### src/tbp_pkg.sv
package tbp_pkg;

    localparam int INDEX_BITS   = 11;
    localparam int HISTORY_BITS = 11;
    localparam int PC_W         = 32;

    typedef logic [1:0] t_cnt;

    localparam t_cnt CNT_STRONG_TAKEN  = 2'd3;
    localparam t_cnt CNT_STRONG_GSHARE = 2'd0;
    localparam t_cnt CNT_MAX           = 2'd3;
    localparam t_cnt CNT_MIN           = 2'd0;

    function automatic t_cnt train(input t_cnt c, input logic up);
        t_cnt r;
        if (up) begin
            r = (c == CNT_MAX) ? CNT_MAX : t_cnt'(c + 2'd1);
        end else begin
            r = (c == CNT_MIN) ? CNT_MIN : t_cnt'(c - 2'd1);
        end
        return r;
    endfunction

endpackage

### src/tbp_ram.sv
module tbp_ram #(
    parameter int WIDTH = 2,
    parameter int DEPTH = 2048,
    localparam int AW   = $clog2(DEPTH)
) (
    input  logic             i_clk,
    input  logic             i_we,
    input  logic [AW-1:0]    i_waddr,
    input  logic [WIDTH-1:0] i_wdata,
    input  logic             i_re,
    input  logic [AW-1:0]    i_raddr,
    output logic [WIDTH-1:0] o_rdata
);

    logic [WIDTH-1:0] r_mem [DEPTH];
    logic [WIDTH-1:0] r_rdata;

    always_ff @(posedge i_clk) begin
        if (i_we) begin
            r_mem[i_waddr] <= i_wdata;
        end
        if (i_re) begin
            r_rdata <= r_mem[i_raddr];
        end
    end

    assign o_rdata = r_rdata;

endmodule

### src/tbp_table.sv
module tbp_table #(
    parameter int INDEX_BITS = tbp_pkg::INDEX_BITS
) (
    input  logic                  i_clk,
    input  logic                  i_rst_n,
    input  logic                  i_re,
    input  logic [INDEX_BITS-1:0] i_raddr,
    input  logic                  i_we,
    input  logic [INDEX_BITS-1:0] i_waddr,
    input  tbp_pkg::t_cnt         i_wdata,
    output tbp_pkg::t_cnt         o_cnt
);

    tbp_pkg::t_cnt r_byp_data;
    logic          r_byp_vld;
    tbp_pkg::t_cnt ram_rdata;

    tbp_ram #(
        .WIDTH ($bits(tbp_pkg::t_cnt)),
        .DEPTH (2 ** INDEX_BITS)
    ) u_ram (
        .i_clk   (i_clk),
        .i_we    (i_we),
        .i_waddr (i_waddr),
        .i_wdata (i_wdata),
        .i_re    (i_re),
        .i_raddr (i_raddr),
        .o_rdata (ram_rdata)
    );

    // forward a write that lands on the address being read in the same cycle
    always_ff @(posedge i_clk) begin
        if (!i_rst_n) begin
            r_byp_vld <= 1'b0;
        end else if (i_re) begin
            r_byp_vld <= i_we && (i_waddr == i_raddr);
        end
    end

    always_ff @(posedge i_clk) begin
        if (i_re) begin
            r_byp_data <= i_wdata;
        end
    end

    assign o_cnt = r_byp_vld ? r_byp_data : ram_rdata;

endmodule

### config.mk
export PLATFORM = sky130hd
export DESIGN_NAME = tbp_table
export DESIGN_NICKNAME = d
export VERILOG_FILES = /design/src/tbp_pkg.sv /design/src/tbp_ram.sv /design/src/tbp_table.sv
export SDC_FILE = /design/constraint.sdc
export NUM_CORES = 2
export LEC_CHECK = 0
export BUFFER_PORTS_ARGS = -buffer_cell sky130_fd_sc_hd__buf_2
export CAP_MARGIN = 5
export CORE_ASPECT_RATIO = 0.6
export CORE_MARGIN = 2
export CORE_UTILIZATION = 45
export CTS_BUF_LIST = sky130_fd_sc_hd__clkbuf_4 sky130_fd_sc_hd__clkbuf_8 sky130_fd_sc_hd__clkbuf_16
export DETAILED_ROUTE_END_ITERATION = 8
export GPL_ROUTABILITY_DRIVEN = 0
export PLACE_DENSITY = 0.58
export SYNTH_ARGS = -nofsm -noshare
export SYNTH_HDL_FRONTEND = slang
export SYNTH_HIERARCHICAL = 1
export SYNTH_SLANG_ARGS = --single-unit
### constraint.sdc
create_clock -name i_clk -period 3.05 [get_ports i_clk]
set_input_delay 0.61 -clock i_clk [delete_from_list [all_inputs] [get_ports i_clk]]
set_output_delay 0.61 -clock i_clk [all_outputs]
set_load 0.01 [all_outputs]
==> impl_metrics.ini <==
[place]
io_buffers = 29
hpwl_mm = 361
dp.cells = 15571
dp_slack_ps = -1850
placed_area_sq_um = 183000

[detailed_routing]
drt_iter0_drc = 17279
vias = 104460
ant_nets = 0
drt-total-wl_mm = 565
routedWlPerCell_um = 34.5
vias_per_cell = 6.38
drc = 1
first_pass_iters = 9

[yosys]
synth_area_sq_um = 169000
avgSynthCellArea_sq_um = 16.6
synth.top_cell.area_share_pct = 72.8
synth_edf_count = 4100
synth_warnings = 6
ys_types = 83
synthCells = 10196
yosys-top-cells-count = 4100 x edfxtp_1, 2181 x nor2_1, 798 x mux2i_1
synth-seq-cells = 4101
synth_flop_cell = edfxtp_1
syn_nets = 10224
netlist_top_cells_area = edfxtp_1 73%, mux4_2 8.2%, nor2_1 4.8%
synth-seq-area-share_pct = 72.8
yosysMostFrequentCell = edfxtp_1
ys_async_sr_fraction_pct = 0
synth.largest_area_cell = edfxtp_1

[critical_path]
start_kind = input pin
cp-end-kind = register
path_class = in2reg
worstPathRequired_ps = 3870
cp_data_arrival_time_ps = 4150
crit_fanout = 9
max_stage_delay_ps = 710
slowest_stage = nor4_4
cp_cell_sequence = buf_2 > and2_1 > buf_4 > nand3_1 > buf_4 > a21oi_1 > a211oi_2 > nand4_1 > nor4_4 > nand4_1 > o41ai_2 > or3_1

[floorplanning]
core_area_sq_um = 374000
die_h_um = 479
io_pins = 30
die-area_sq_um = 381000
die_w_um = 795
initial_core_util_pct = 45.2
rows = 174

[cts]
cts_tree = built
cts_max_level = 5
cts_root_buffer = clkbuf_16
cts_buffer_depth = 4
numClockSinks = 4101
clkTransAtPathRegs_ps = 70
clock_latency_ps = 950
cts-buffers-inserted = 374

[cells_and_area]
fillers = 29676
layout.nets = 11063
area_delta_synth_final_pct = 17.1
fin_cells = 16380
drive_above_1_share_pct = 24.2
postLayoutCellArea_sq_um = 198000

[global_routing]
grt_overflow = 0
grt_max_degree = 184
grt_pass1_wl_mm = 777
grt_use_total_pct = 28.9
antenna_found_initial = 41
grt_pass1_vias = 99667

[sta]
min_period_over_period_pct = 109
worst_pin_slew_ps = 1120
skew_ps = 52.7
hold_violations = 0
setup_violations = 2
max_slew_margin_pct = 24.6
fmax_mhz = 301
layout_setup_ws_ps = -275
holdWs_ps = 103
period_needed_ps = 3330
drv_slew = 0
rsz0062_at_grt = yes

[power]
p_total_w = 0.117
ir_drop_mv = 0.509
p_leak_nw = 63.3
p_per_area_nw_per_um2 = 593

[run_status]
status = complete, but fails checks
violations = design-rule violations, negative setup slack

[job]
maxCapViolations = 0

[min_path]
min-delay-path-class = in2reg
flip-flops by register name, summed over array words and instances (netlist names):
name / flops
u_ram/r_mem: 4096
u_ram/o_rdata: 2
r_byp_data: 2
r_byp_vld: 1
area by class of cell:
class / instances / area (sq um) / area share [%]
sequential: 4101 / 123000 / 62.2
multi-input combinational: 5238 / 42300 / 21.4
timing repair buffer: 1316 / 13800 / 6.96
clock buffer: 437 / 9920 / 5.01
tap: 5016 / 6280 / 3.17
clock inverter: 247 / 2380 / 1.20
antenna: 21 / 52.6 / 0.0266
inverter: 4 / 27.5 / 0.0139
path summary, 6_finish.rpt:
path                        from                  end  slack, ps  cells after the start
max                   i_raddr[5]     u_ram/o_rdata[0]       -280                     12
max reg2reg  u_ram/r_mem[704][0]     u_ram/o_rdata[0]       -130                     11
min reg2reg            r_byp_vld            r_byp_vld        530                      2
min                   i_wdata[1]  u_ram/r_mem[909][1]        100                      1
report_power, final:
group / switching [W] / internal (W) / leakage (nW)
logic: 0.00459 / 0.00271 / 20.3
clock network: 0.0214 / 0.0267 / 6.07
registers: 0.0000167 / 0.0620 / 36.8
through the flow:
stage                     utilization (%)  setup TNS (ps)
final                                52.9            -368
after global routing                 52.9            -241
after CTS                            52.6           -48.5
after detailed placement             48.9           -3310
after global placement               48.9           -3800
after floorplan                         -               0
routing by layer:
metal | vias up | track usage [%] | share of wire, %
met5 | - | 0 | 0.018
met4 | 16 | 7.84 | 3.1
met3 | 879 | 9.70 | 15
met2 | 7398 | 40.0 | 41
met1 | 54544 | 43.6 | 41
li1 | 41623 | - | -
timing repair:
action,4_1_cts,5_1_grt
resized for setup,166,78
pin swaps,38,29
endpoints found under the hold margin,1,0
cloned,17,5
buffers inserted,51,38
setup endpoints to repair,2,2
hold buffers,1,0
critical path: cells and delay by family:
kind | cells | cell delay (ps)
buf+inv | 3 | 680
compound gates | 3 | 540
simple gates | 6 | 2280
layout by cell type, fill, tap and decap left out, types with 45 or more instances in the layout:
cell type	n
clkbuf_4	58
mux4_2	615
clkbuf_16	384
a21oi_1	142
nor2_1	2178
a211oi_1	53
clkinv_2	70
nand2_1	226
o21ai_0	117
edfxtp_1	4100
buf_12	236
nor4_1	45
o221ai_1	226
mux2i_1	791
o22ai_1	168
clkinv_1	93
nor3_1	145
buf_4	985
cell families (layout without fill, tap and decap cells):
kind of cell,after synthesis,in the layout,share of synthesized area (%)
flip-flops,4101,4101,72.8
AND/OR/NAND/NOR,2855,2855,6.88
multiplexers,1461,1461,13.5
AO/OA/AOI/OAI,911,911,3.77
buffers and inverters,857,2004,2.99
XOR/XNOR,11,11,0.0570
other,0,21,0
(Power assumes the default switching activity.)
